==> src/design/upc_pkg.sv <==
// upc_pkg: shared types, character constants and helper functions
// for the url percent codec; no dependencies
package upc_pkg;

	// character constants
	localparam logic [7:0] CH_PCT   = 8'h25;
	localparam logic [7:0] CH_PLUS  = 8'h2B;
	localparam logic [7:0] CH_SPACE = 8'h20;
	localparam logic [7:0] CH_DASH  = 8'h2D;
	localparam logic [7:0] CH_UNDER = 8'h5F;
	localparam logic [7:0] CH_DOT   = 8'h2E;
	localparam logic [7:0] CH_TILDE = 8'h7E;
	localparam logic [7:0] CH_LA    = 8'h61;
	localparam logic [7:0] CH_LZ    = 8'h7A;
	localparam logic [7:0] CH_UA    = 8'h41;
	localparam logic [7:0] CH_UZ    = 8'h5A;
	localparam logic [7:0] CH_D0    = 8'h30;
	localparam logic [7:0] CH_D9    = 8'h39;

	localparam logic [7:0] HEX_DIGITS [16] = '{
		8'h30, 8'h31, 8'h32, 8'h33, 8'h34, 8'h35, 8'h36, 8'h37,
		8'h38, 8'h39, 8'h61, 8'h62, 8'h63, 8'h64, 8'h65, 8'h66
	};

	// command queue depth
	localparam int Q_DEPTH = 2;
	localparam int QPTR_W  = $clog2(Q_DEPTH);
	localparam int QCNT_W  = QPTR_W + 1;

	// what the back end must emit for one queued command
	typedef enum logic [2:0] {
		CMD_ONE  = 3'b001,  // one byte
		CMD_HEX  = 3'b010,  // percent plus two hex digits
		CMD_MARK = 3'b100   // bare end marker
	} cmd_kind_t;

	typedef struct packed {
		cmd_kind_t  kind;
		logic [7:0] data;
		logic       last;
	} cmd_t;

	typedef struct packed {
		logic full;
		logic empty;
	} q_status_t;

	function automatic logic passes_unchanged(input logic [7:0] c);
		return (c >= CH_D0 && c <= CH_D9) || (c >= CH_LA && c <= CH_LZ) ||
			(c >= CH_UA && c <= CH_UZ) || c == CH_DASH || c == CH_UNDER ||
			c == CH_DOT || c == CH_TILDE;
	endfunction

	// loose nibble rule: digits give their value, anything else folds to
	// lower case and gives c - 'a' + 10 modulo 256
	function automatic logic [7:0] nibble(input logic [7:0] c);
		logic [7:0] f;
		f = c;
		if (c >= CH_D0 && c <= CH_D9)
			return c - CH_D0;
		if (c >= CH_UA && c <= CH_UZ)
			f = c + 8'd32;
		return f - CH_LA + 8'd10;
	endfunction

endpackage

==> src/design/upc_front.sv <==
// upc_front: accepts input words, tracks the decode escape state and
// turns each word into at most one command; depends on upc_pkg
module upc_front (
	input  logic              clk,
	input  logic              arst_n,
	input  logic              encode_mode,
	input  logic              in_valid,
	input  logic              in_stall,
	input  logic [7:0]        in_byte,
	input  logic              in_last,
	output logic              push,
	output upc_pkg::cmd_t     push_cmd
);

	typedef enum logic [2:0] {
		PH_IDLE = 3'b001,
		PH_PCT  = 3'b010,
		PH_DIG  = 3'b100
	} phase_t;

	phase_t     phase_q, phase_d;
	logic [7:0] first_q, first_d;
	logic       accept;
	logic [7:0] plain_byte;
	logic [7:0] hi_nib;

	assign accept     = in_valid && !in_stall;
	assign plain_byte = (in_byte == upc_pkg::CH_PLUS) ? upc_pkg::CH_SPACE : in_byte;
	assign hi_nib     = upc_pkg::nibble(first_q);

	always_comb begin
		phase_d       = phase_q;
		first_d       = first_q;
		push          = 1'b0;
		push_cmd.kind = upc_pkg::CMD_ONE;
		push_cmd.data = in_byte;
		push_cmd.last = in_last;
		if (accept) begin
			if (encode_mode) begin
				phase_d = PH_IDLE;
				push    = 1'b1;
				if (upc_pkg::passes_unchanged(in_byte)) begin
					push_cmd.kind = upc_pkg::CMD_ONE;
				end else if (in_byte == upc_pkg::CH_SPACE) begin
					push_cmd.data = upc_pkg::CH_PLUS;
				end else begin
					push_cmd.kind = upc_pkg::CMD_HEX;
				end
			end else begin
				case (phase_q)
					PH_PCT: begin
						if (in_last) begin
							push = 1'b1;
							if (in_byte == upc_pkg::CH_PCT) begin
								push_cmd.kind = upc_pkg::CMD_MARK;
								push_cmd.data = 8'h00;
							end else begin
								push_cmd.data = plain_byte;
							end
						end else begin
							first_d = in_byte;
							phase_d = PH_DIG;
						end
					end
					PH_DIG: begin
						push          = 1'b1;
						push_cmd.data = {hi_nib[3:0], 4'b0000} | upc_pkg::nibble(in_byte);
						phase_d       = PH_IDLE;
					end
					default: begin
						phase_d = PH_IDLE;
						if (in_byte == upc_pkg::CH_PCT) begin
							if (in_last) begin
								push          = 1'b1;
								push_cmd.kind = upc_pkg::CMD_MARK;
								push_cmd.data = 8'h00;
							end else begin
								phase_d = PH_PCT;
							end
						end else begin
							push          = 1'b1;
							push_cmd.data = plain_byte;
						end
					end
				endcase
			end
			if (in_last)
				phase_d = PH_IDLE;
		end
	end

	always_ff @(posedge clk or negedge arst_n) begin
		if (!arst_n) begin
			phase_q <= PH_IDLE;
			first_q <= 8'h00;
		end else begin
			phase_q <= phase_d;
			first_q <= first_d;
		end
	end

endmodule

==> src/design/upc_queue.sv <==
// upc_queue: short command queue between front and back end
// depends on upc_pkg
module upc_queue (
	input  logic               clk,
	input  logic               arst_n,
	input  logic               push,
	input  upc_pkg::cmd_t      push_cmd,
	input  logic               pop,
	output upc_pkg::cmd_t      head_cmd,
	output upc_pkg::q_status_t status
);

	upc_pkg::cmd_t                mem_q [upc_pkg::Q_DEPTH];
	logic [upc_pkg::QPTR_W-1:0]   wr_ptr_q, rd_ptr_q;
	logic [upc_pkg::QCNT_W-1:0]   count_q;

	localparam logic [upc_pkg::QPTR_W-1:0] PTR_MAX = upc_pkg::QPTR_W'(upc_pkg::Q_DEPTH - 1);

	assign status.full  = (count_q == upc_pkg::QCNT_W'(upc_pkg::Q_DEPTH));
	assign status.empty = (count_q == '0);
	assign head_cmd     = mem_q[rd_ptr_q];

	always_ff @(posedge clk) begin
		if (push)
			mem_q[wr_ptr_q] <= push_cmd;
	end

	always_ff @(posedge clk or negedge arst_n) begin
		if (!arst_n) begin
			wr_ptr_q <= '0;
			rd_ptr_q <= '0;
			count_q  <= '0;
		end else begin
			if (push)
				wr_ptr_q <= (wr_ptr_q == PTR_MAX) ? '0 : wr_ptr_q + 1'b1;
			if (pop)
				rd_ptr_q <= (rd_ptr_q == PTR_MAX) ? '0 : rd_ptr_q + 1'b1;
			case ({push, pop})
				2'b10:   count_q <= count_q + 1'b1;
				2'b01:   count_q <= count_q - 1'b1;
				default: count_q <= count_q;
			endcase
		end
	end

endmodule

==> src/design/upc_back.sv <==
// upc_back: takes commands from the queue and emits result words,
// up to three per command, through an output register; depends on upc_pkg
module upc_back (
	input  logic               clk,
	input  logic               arst_n,
	input  upc_pkg::cmd_t      head_cmd,
	input  upc_pkg::q_status_t status,
	output logic               pop,
	output logic               out_valid,
	input  logic               out_stall,
	output logic [7:0]         out_byte,
	output logic               has_byte,
	output logic               run_end,
	output logic               string_end
);

	logic [1:0] step_q;
	logic       load;
	logic       fin;
	logic [7:0] w_byte;
	logic       w_has;
	logic       out_valid_q;
	logic [7:0] out_byte_q;
	logic       has_q, run_end_q, str_end_q;

	assign load = !status.empty && (!out_valid_q || !out_stall);

	always_comb begin
		fin    = 1'b1;
		w_byte = head_cmd.data;
		w_has  = 1'b1;
		case (head_cmd.kind)
			upc_pkg::CMD_HEX: begin
				case (step_q)
					2'd0: begin
						w_byte = upc_pkg::CH_PCT;
						fin    = 1'b0;
					end
					2'd1: begin
						w_byte = upc_pkg::HEX_DIGITS[head_cmd.data[7:4]];
						fin    = 1'b0;
					end
					default: w_byte = upc_pkg::HEX_DIGITS[head_cmd.data[3:0]];
				endcase
			end
			upc_pkg::CMD_MARK: begin
				w_byte = 8'h00;
				w_has  = 1'b0;
			end
			default: w_byte = head_cmd.data;
		endcase
	end

	assign pop = load && fin;

	always_ff @(posedge clk or negedge arst_n) begin
		if (!arst_n) begin
			out_valid_q <= 1'b0;
			step_q      <= 2'd0;
		end else begin
			if (load)
				out_valid_q <= 1'b1;
			else if (!out_stall)
				out_valid_q <= 1'b0;
			if (load)
				step_q <= fin ? 2'd0 : step_q + 2'd1;
		end
	end

	always_ff @(posedge clk) begin
		if (load) begin
			out_byte_q <= w_byte;
			has_q      <= w_has;
			run_end_q  <= fin;
			str_end_q  <= fin && head_cmd.last;
		end
	end

	assign out_valid  = out_valid_q;
	assign out_byte   = out_byte_q;
	assign has_byte   = has_q;
	assign run_end    = run_end_q;
	assign string_end = str_end_q;

endmodule

==> src/design/url_percent_codec_unit.sv <==
// url_percent_codec_unit: top level of the url percent codec
// depends on upc_pkg, upc_front, upc_queue, upc_back
//
// Byte-stream URL codec in the form-urlencoded style. With encode_mode at 0
// it decodes ('+' gives a space, '%' and two characters give one byte); at 1
// it encodes (letters, digits and - _ . ~ pass, space gives '+', any other
// byte gives '%' and two lower-case hex digits). The mode register is
// written through cfg_we/cfg_data; the user must write it only while the
// block is idle, as the block does not enforce this. Input words are taken
// one per cycle whenever the two-entry command queue has room; the front
// end keeps the escape state. The back end emits one result word per cycle
// while the output is not stalled: one for a plain or decoded byte, three
// for an escaped byte in encode mode, so the output sequencer then sets the
// sustained rate. Words that only advance a pending escape give no result.
// Results pass through the command queue and the output register.
module url_percent_codec_unit (
	input  logic       clk,
	input  logic       arst_n,
	// configuration
	input  logic       cfg_we,
	input  logic       cfg_data,
	// input channel
	input  logic       in_valid,
	output logic       in_stall,
	input  logic [7:0] in_byte,
	input  logic       in_last,
	// output channel
	output logic       out_valid,
	input  logic       out_stall,
	output logic [7:0] out_byte,
	output logic       has_byte,
	output logic       run_end,
	output logic       string_end
);

	logic               encode_mode_q;
	logic               push, pop;
	upc_pkg::cmd_t      push_cmd, head_cmd;
	upc_pkg::q_status_t q_st;

	// mode register
	always_ff @(posedge clk or negedge arst_n) begin
		if (!arst_n)
			encode_mode_q <= 1'b0;
		else if (cfg_we)
			encode_mode_q <= cfg_data;
	end

	// the front end waits only on a full queue
	assign in_stall = q_st.full;

	upc_front u_front (
		.clk         (clk),
		.arst_n      (arst_n),
		.encode_mode (encode_mode_q),
		.in_valid    (in_valid),
		.in_stall    (in_stall),
		.in_byte     (in_byte),
		.in_last     (in_last),
		.push        (push),
		.push_cmd    (push_cmd)
	);

	upc_queue u_queue (
		.clk      (clk),
		.arst_n   (arst_n),
		.push     (push),
		.push_cmd (push_cmd),
		.pop      (pop),
		.head_cmd (head_cmd),
		.status   (q_st)
	);

	upc_back u_back (
		.clk        (clk),
		.arst_n     (arst_n),
		.head_cmd   (head_cmd),
		.status     (q_st),
		.pop        (pop),
		.out_valid  (out_valid),
		.out_stall  (out_stall),
		.out_byte   (out_byte),
		.has_byte   (has_byte),
		.run_end    (run_end),
		.string_end (string_end)
	);

	// no push into a full queue
	a_no_overflow: assert property (@(posedge clk) disable iff (!arst_n)
		push |-> !q_st.full)
		else $error("command pushed into full queue");

	// no pop from an empty queue
	a_no_underflow: assert property (@(posedge clk) disable iff (!arst_n)
		pop |-> !q_st.empty)
		else $error("command popped from empty queue");

	// end of string always closes a run
	a_str_end_run: assert property (@(posedge clk) disable iff (!arst_n)
		(out_valid && string_end) |-> run_end)
		else $error("string end without run end");

	// a bare marker only ends a string and carries a zero byte
	a_bare_marker: assert property (@(posedge clk) disable iff (!arst_n)
		(out_valid && !has_byte) |-> (string_end && out_byte == 8'h00))
		else $error("malformed bare end marker");

endmodule

==> config.mk <==
export PLATFORM = sky130hd
export DESIGN_NAME = url_percent_codec_unit
export DESIGN_NICKNAME = d
export VERILOG_FILES = /design/src/design/upc_pkg.sv /design/src/design/upc_front.sv /design/src/design/upc_queue.sv /design/src/design/upc_back.sv /design/src/design/url_percent_codec_unit.sv
export SDC_FILE = /design/constraint.sdc
export NUM_CORES = 1
export LEC_CHECK = 0
export BUFFER_PORTS_ARGS = -buffer_cell sky130_fd_sc_hd__buf_2
export CAP_MARGIN = 20
export CORE_UTILIZATION = 50
export CTS_BUF_LIST = sky130_fd_sc_hd__clkbuf_8
export CTS_CLUSTER_DIAMETER = 200
export DETAILED_ROUTE_END_ITERATION = 7
export PLACE_DENSITY = 0.76
export SYNTH_ARGS = -nofsm -noshare
export SYNTH_HDL_FRONTEND = slang
export SYNTH_SLANG_ARGS = --single-unit
==> constraint.sdc <==
create_clock -name clk -period 2.1 [get_ports clk]
set_input_delay 0.105 -clock clk [delete_from_list [all_inputs] [get_ports clk]]
set_output_delay 0.105 -clock clk [all_outputs]
set_load 0.05 [all_outputs]
* Word-level counts from Yosys, hierarchy flattened
Memories as Yosys holds them, arrays and structs flattened.
Cells that the tools add are included.
** Storage, ports and cells
- Bits in latches :: 0
- Memories kept :: 3
- Input bits :: 15
- Bits in read-only memories :: 256
- Output and inout port bits :: 13
- Register bits :: 30
- Memory bits (writable) :: 24
- Word-level logic and storage cells :: 146
** Operators by class
- Multiplexer cells :: 60
- Eq/ne operators :: 16
- Shift-type cells :: 0
- Reduce and logical (&&, ||, !) cells :: 25
- $lt $le $gt $ge :: 12
- Bitwise logic cells :: 5
- Divide/modulo/power cells :: 0
- $mul :: 0
- $add $sub $neg :: 13
** Memory list
- (no name shown) :: words 16, width 8, rd ports 1, clocked after memory_dff 0, wr ports 0, line upc_back.sv:43 : default: w_byte = upc_pkg::HEX_DIGITS[head_cmd.data[3:0]];
- (no name shown) :: words 16, width 8, rd ports 1, clocked after memory_dff 0, wr ports 0, line upc_back.sv:40 : w_byte = upc_pkg::HEX_DIGITS[head_cmd.data[7:4]];
- u_queue.mem_q :: words 2, width 12, rd ports 1, clocked after memory_dff 0, wr ports 1, line upc_queue.sv:13 : upc_pkg::cmd_t mem_q [upc_pkg::Q_DEPTH];
** Operators with widths (count)
- 8-bit 2-to-1 mux :: 19
- 8-bit case mux with 2 select lines :: 3
- 11-bit 2-to-1 mux :: 4
- 8-bit by 6-bit equality test with 1-bit output (second input constant) :: 5
- 8-bit by 7-bit greater-or-equal comparator with 1-bit output (second input constant) :: 3
- 8-bit by 7-bit less-or-equal comparator with 1-bit output (second input constant) :: 3
- 1-bit 2-to-1 mux :: 18
- 8-bit by 7-bit equality test with 1-bit output (second input constant) :: 2
- 8-bit by 6-bit greater-or-equal comparator with 1-bit output (second input constant) :: 2
- 8-bit by 6-bit less-or-equal comparator with 1-bit output (second input constant) :: 2
- 4-bit 2-to-1 mux :: 4
- 3-bit 2-to-1 mux :: 4
- 3-bit case mux with 2 select lines :: 2
- 5-bit greater-or-equal comparator (second input constant) :: 2
- 4-bit inverter with 5-bit output :: 2
- 1-bit logical AND :: 9
- 8-bit by 4-bit adder with 8-bit output (second input constant) :: 1
- 8-bit by 6-bit adder with 8-bit output (second input constant) :: 1
- 2-bit 2-to-1 mux :: 4
- 8-bit OR :: 1
- 4-bit by 1-bit subtractor with 4-bit output (second input constant) :: 2
- 8-bit by 6-bit subtractor with 8-bit output (second input constant) :: 1
- 8-bit by 7-bit subtractor with 8-bit output (second input constant) :: 1
- 1-bit logical OR :: 7
- other kinds (18) :: 29

* Depth between registers and ports, before layout
- Depth in word-level cells :: 20
- Gate-level depth with buffers :: 11
- Depth with buffers taken out :: 10

* By module
From an unflattened synthesis, not the netlist that was laid out.
** Unflattened totals
- Cell total of the unflattened synthesis :: 344
- Area total of the unflattened synthesis :: 3459.6 um^2
** Modules (own cells, without submodules)
- upc_front :: cells each 198, seq. area each 276.5 um^2, times used 1, area an instance 1497.7 um^2
- upc_queue :: cells each 53, seq. area each 820.8 um^2, times used 1, area an instance 1056.0 um^2
- upc_back :: cells each 91, seq. area each 405.4 um^2, times used 1, area an instance 865.8 um^2
- url_percent_codec_unit :: cells each 2, seq. area each 25.0 um^2, times used 1, area an instance 40.0 um^2

* Worst setup path before layout
No wires, ideal clock.
- Path kind :: register to register
- Start :: register u_back.out_valid_q, in the netlist u_back.out_valid
- End :: register u_queue.count_q[1] in the netlist's numbering
- Data arrival time :: 2.155 ns
- Required time :: 2.021 ns
- Stages on the path, launching flop included :: 6
- Path buffers :: 0
- Clock period less this slack :: 2.234 ns
- Path slack :: -0.134 ns
- Library setup time :: 0.079 ns
- Cells stage by stage :: dfrtp_1 a21oi_1 and2_1 ha_1 nor2_1 xor2_1
** On the way
- Longest elaborated chain between the ends :: 6
- Elaborated cells on any way between the ends :: 8
- Those cells by class :: eq/ne (2); mux (1); reduce/logical (5)
** Ends and longest elaborated chain
- start: declaration :: line upc_back.sv:22 : logic out_valid_q;
- start signal: assignment :: line upc_back.sv:58 : out_valid_q <= 1'b0;
- start signal: assignment :: line upc_back.sv:62 : out_valid_q <= 1'b1;
- start signal: assignment :: line upc_back.sv:64 : out_valid_q <= 1'b0;
- 1-bit zero test * :: line upc_back.sv:26 : assign load = !status.empty && (!out_valid_q || !out_stall);
- 1-bit logical OR * :: line upc_back.sv:26
- 1-bit logical AND * :: line upc_back.sv:26
- net u_back.load :: line upc_back.sv:18 : logic load;
- 1-bit logical AND * :: line upc_back.sv:54 : assign pop = load && fin;
- net pop :: line url_percent_codec_unit.sv:37 : logic push, pop;
- 2-bit by 1-bit equality test with 1-bit output or 2-bit equality test (tied branches) :: line upc_queue.sv:38 : case ({push, pop})
- 2-bit case mux with 2 select lines or 2-bit nonzero test (tied branches)
- end signal: assignment :: line upc_queue.sv:39 : 2'b10: count_q <= count_q + 1'b1;
- end signal: assignment :: line upc_queue.sv:40 : 2'b01: count_q <= count_q - 1'b1;
- end signal: assignment :: line upc_queue.sv:41 : default: count_q <= count_q;
- end: declaration :: line upc_queue.sv:15 : logic [upc_pkg::QCNT_W-1:0] count_q;
Mark *: on every way through the listed nets, which the timed path passes. The rest lies on a longest branch.
A chain may end at the register's enable or synchronous reset.

* Final worst setup path
- Start :: register u_queue.rd_ptr_q
- End :: register u_back.out_byte_q[1], in the netlist u_back.out_byte[1], data pin
** On the way
- Longest elaborated chain between the ends :: 7
- Elaborated cells on any way between the ends :: 13
- Those cells by class :: eq/ne (2); mux (6); bitwise (2); memory (3)
** Ends and longest elaborated chain
- start: declaration :: line upc_queue.sv:14 : logic [upc_pkg::QPTR_W-1:0] wr_ptr_q, rd_ptr_q;
- start signal: assignment :: line upc_queue.sv:37 : rd_ptr_q <= (rd_ptr_q == PTR_MAX) ? '0 : rd_ptr_q + 1'b1;
- memory 2 x 12 bit *
- 4-bit inverter with 5-bit output, on equally long branches :: line upc_back.sv:43, upc_back.sv:40
- memory 16 x 8 bit, on equally long branches
- 8-bit 2-to-1 mux, on equally long branches (2 in series) :: line upc_back.sv:43, upc_back.sv:40
- 8-bit case mux with 2 select lines :: line upc_back.sv:34 : case (step_q)
- 8-bit case mux with 2 select lines * :: line upc_back.sv:32 : case (head_cmd.kind)
- net u_back.w_byte[1] :: line upc_back.sv:20 : logic [7:0] w_byte;
- end signal: assignment :: line upc_back.sv:72 : out_byte_q <= w_byte;
- end: declaration :: line upc_back.sv:23 : logic [7:0] out_byte_q;
Mark *: on every way through the listed nets, which the timed path passes. The rest lies on a longest branch. The select of a mux whose other input is x is not followed.

==> parameters.txt <==
Parameter                              Value

Setup path
  CP max FO    5
  Worst setup EP type    flop
  Data required, critical path    roughly 2200 ps
  Worst setup path category    flop to flop
  Data arrival at the endpoint of the critical path    2130 ps
  CP startpoint kind    flop

Clocking
  Clock latency of the later-clocked register in the worst-skew pair    between 300 and 400 ps
  Largest buffer count on any clock path    2
  Number of buffers added by the clock tree synthesis step    5
  H-tree Lvls    2
  CTS tree    done
  CTS Sinks    between 50 and 60
  Root buffer cell    sky130_fd_sc_hd__clkbuf_8
  Clock input transition at the sequential cells of the worst setup and hold paths    100 ps

Cells and area
  Area Growth Syn to Fin    23.5%
  Net count, final    450
  Fin area    roughly 4200 µm²
  Final core occ    64.6%
  Fill cell total of the finished layout    around 550
  Post-layout instance count excluding filler cells    490
  FF+latch area    1530 µm²
  Area of the multi-input gates    1760 µm²
  Share of post-route cells with drive strength above 1    28.8%
  Ant. Diodes    0

Floorplan
  Die outline width    between 80 and 90 µm
  I/O pin count    28
  Placement row count    29
  Initial core utilization    52.3%
  Core Footprint    approximately 6400 µm²
  Die area    7050 µm²
  Die Y    84.0 µm

Placement
  Port Buffers    27
  Hpwl dp    5.91 mm
  Placed instance count    about 470
  Last weighted congestion value of the routability-driven placer    0.932
  Post-Place Setup Slack    -92.4 ps
  Post-detailed-placement cell area    3930 µm²

Yosys
  Synthesis-stage register bit count    54
  Async set-or-reset flop fraction in the synthesized netlist    between 30% and 40%
  Post-synth EDFFs    35
  Netlist area before placement    3360 µm²
  Synth warn    0
  Mean cell area of the mapped netlist    10.2 µm²
  Sequential element share of the synthesized area    a little under half
  Cell count after synthesis    329
  Ys flop type    sky130_fd_sc_hd__edfxtp_1
  Total nets after synthesis    367
  Number of distinct library cells after synthesis    66

Global routing
  Total Routing Usage GR    22.0%
  Remaining global-route overflow    0
  Maximum number of pins on one net before global-route repair    20
  First-pass GRT wire length    12.2 mm
  Via count of the first global-routing pass    2606
  Number of antenna violations at the first check in global routing    0

Outcome
  Result of the run    finished with violations
  Violations in the final reports    DRC

Route
  Via density    5.69
  Routed wire length    7.71 mm
  Number of design-rule violations left by the first detailed-router iteration    about 150
  Post-DR wirelength/cell    15.7 µm
  DRT antenna net count    0
  Total number of vias    2789
  DRC    3
  Detailed-router iteration count before antenna repair    6

STA
  Total count of max-transition violations in the final report    0
  Worst max-slew margin expressed relative to the limit    70.7%
  Transition at the pin with the smallest max-transition slack    427 ps
  Final Skew    about 15 ps
  Period minus WS final    about 2100 ps
  Final worst slack    34.9 ps
  Final setup violation count    0
  Number of hold violations in the final report    0
  Highest Clock Rate    484 MHz
  RSZ-0062 raised after global routing    yes
  Final worst-path cycle share    slightly below 100%

Power and ir drop
  Post-route total power    0.00476 W
  Leakage power summed over all cells    1.75 nW
  P per Cell Area    1150 nW/µm²
  IR drop worst, VDD    0.000617 V

Worst hold path
  Path type of the worst min-delay path    input port to flop

Job
  Max_cap viols    0
[registers in the layout (all words and copies together), names as in the netlist, 2 cells and up]
signal           count
u_front.first_q      8
u_queue.mem_q       24
u_front.phase_q      3
u_queue.count_q      2
u_back.step_q        2
u_back.out_byte      8
[stage by stage]
stage          hold WS [ps]  setup TNS, ps
2_1_floorplan          -191           -677
3_3_place_gp           66.8          -33.1
3_5_place_dp           69.7           -229
4_1_cts                2.65              0
5_1_grt                15.8           -104
6_report               11.3              0
[cells in the final DEF (no fill, tap or decap), drive strengths merged, types with 3 or more instances in the layout]
master,n
a211oi,6
a21boi,3
a21oi,22
a31oi,7
and2,3
buf,81
clkbuf,6
dfrtp,18
dlygate4sd3,3
edfxtp,35
ha,23
inv,26
mux2,3
mux2i,11
nand2,27
nand2b,5
nand3,14
nand4,3
nor2,23
nor2b,4
nor3,5
nor3b,4
nor4b,5
o211ai,5
o21ai,22
o22ai,6
xnor2,5
[logic make-up (layout without fill, tap and decap cells)]
group           Yosys count  after routing  synth area share (%)
simple gates            105            105                  17.0
compound gates           91             91                  18.4
flops                    54             54                  45.5
buf+inv                  35            119                  4.36
fa+ha+maj                23             23                  8.57
mux                      14             14                  4.39
xor+xnor                  7              7                  1.82
[Yosys cell counts, drive strengths merged (3+ instances only)]
master | count | share of area (%)
a211oi | 6 | 1.3
a21boi | 3 | 0.67
a21oi | 22 | 3.5
a31oi | 7 | 1.3
and2 | 3 | 0.56
buf | 7 | 1.2
dfrtp | 18 | 13
edfxtp | 35 | 31
ha | 23 | 8.6
inv | 26 | 2.9
mux2 | 3 | 1.0
mux2i | 11 | 3.4
nand2 | 27 | 3.0
nand2b | 5 | 0.93
nand3 | 14 | 2.1
nand4 | 3 | 0.56
nor2 | 23 | 2.6
nor2b | 4 | 0.74
nor3 | 5 | 0.74
nor3b | 4 | 1.2
nor4b | 5 | 1.5
o211ai | 5 | 1.3
o21ai | 22 | 3.3
o22ai | 6 | 1.1
xnor2 | 5 | 1.3
[worst max-delay path: stages (launching register included)]
cell and delay, ps:
sky130_fd_sc_hd__dfrtp_2 440, sky130_fd_sc_hd__buf_4 160, sky130_fd_sc_hd__buf_4 150, sky130_fd_sc_hd__mux2i_1 160
sky130_fd_sc_hd__buf_4 180, sky130_fd_sc_hd__inv_1 60, sky130_fd_sc_hd__ha_1 190, sky130_fd_sc_hd__a21oi_1 140
sky130_fd_sc_hd__a21oi_1 110, sky130_fd_sc_hd__a21oi_1 150, sky130_fd_sc_hd__o22ai_1 90
[layout make-up]
class | instances | share of cell area (%)
sequential | 54 | 36.8
clock buffer | 5 | 1.66
timing repair buffer | 85 | 13.9
inverter | 26 | 2.35
tap | 77 | 2.32
clock inverter | 3 | 0.513
multi-input combinational | 240 | 42.4
[metal layers]
layer / share of wire, % / GRT usage, %
met1: 41 / 25.5
met2: 52 / 40.1
met3: 4.5 / 3.46
met4: 2.5 / 9.25
met5: 0 / 0
[repair_timing]
item / 4_1_cts / 5_1_grt
hold endpoints to repair: 19 / 0
setup buffers: 0 / 5
pin swaps: 0 / 5
hold buffers: 3 / 0
gates cloned: 0 / 0
gates resized for setup: 2 / 13
endpoints found under the setup margin: 3 / 11
[power by group]
group	switching, W	internal (W)	total, W
registers	0.000206	0.00157	0.00177
clock network	0.000348	0.000235	0.000583
logic	0.00144	0.000960	0.00240
total	0.00200	0.00276	0.00476
[path summary, 6_finish.rpt]
path	slack, ps	endpoint	cells past startpoint	startpoint
setup / recovery	30	u_back.out_byte[1]	10	u_queue.rd_ptr_q
hold / removal	10	u_back.out_valid	3	out_stall
setup reg to reg	30	u_back.out_byte[1]	10	u_queue.rd_ptr_q
hold reg to reg	480	u_front.first_q[6]	2	u_front.first_q[6]
max in group asynchronous	1520	u_front.phase_q[0]	2	arst_n
min in group asynchronous	260	u_queue.wr_ptr_q	2	arst_n
(Power assumes the default switching activity.)
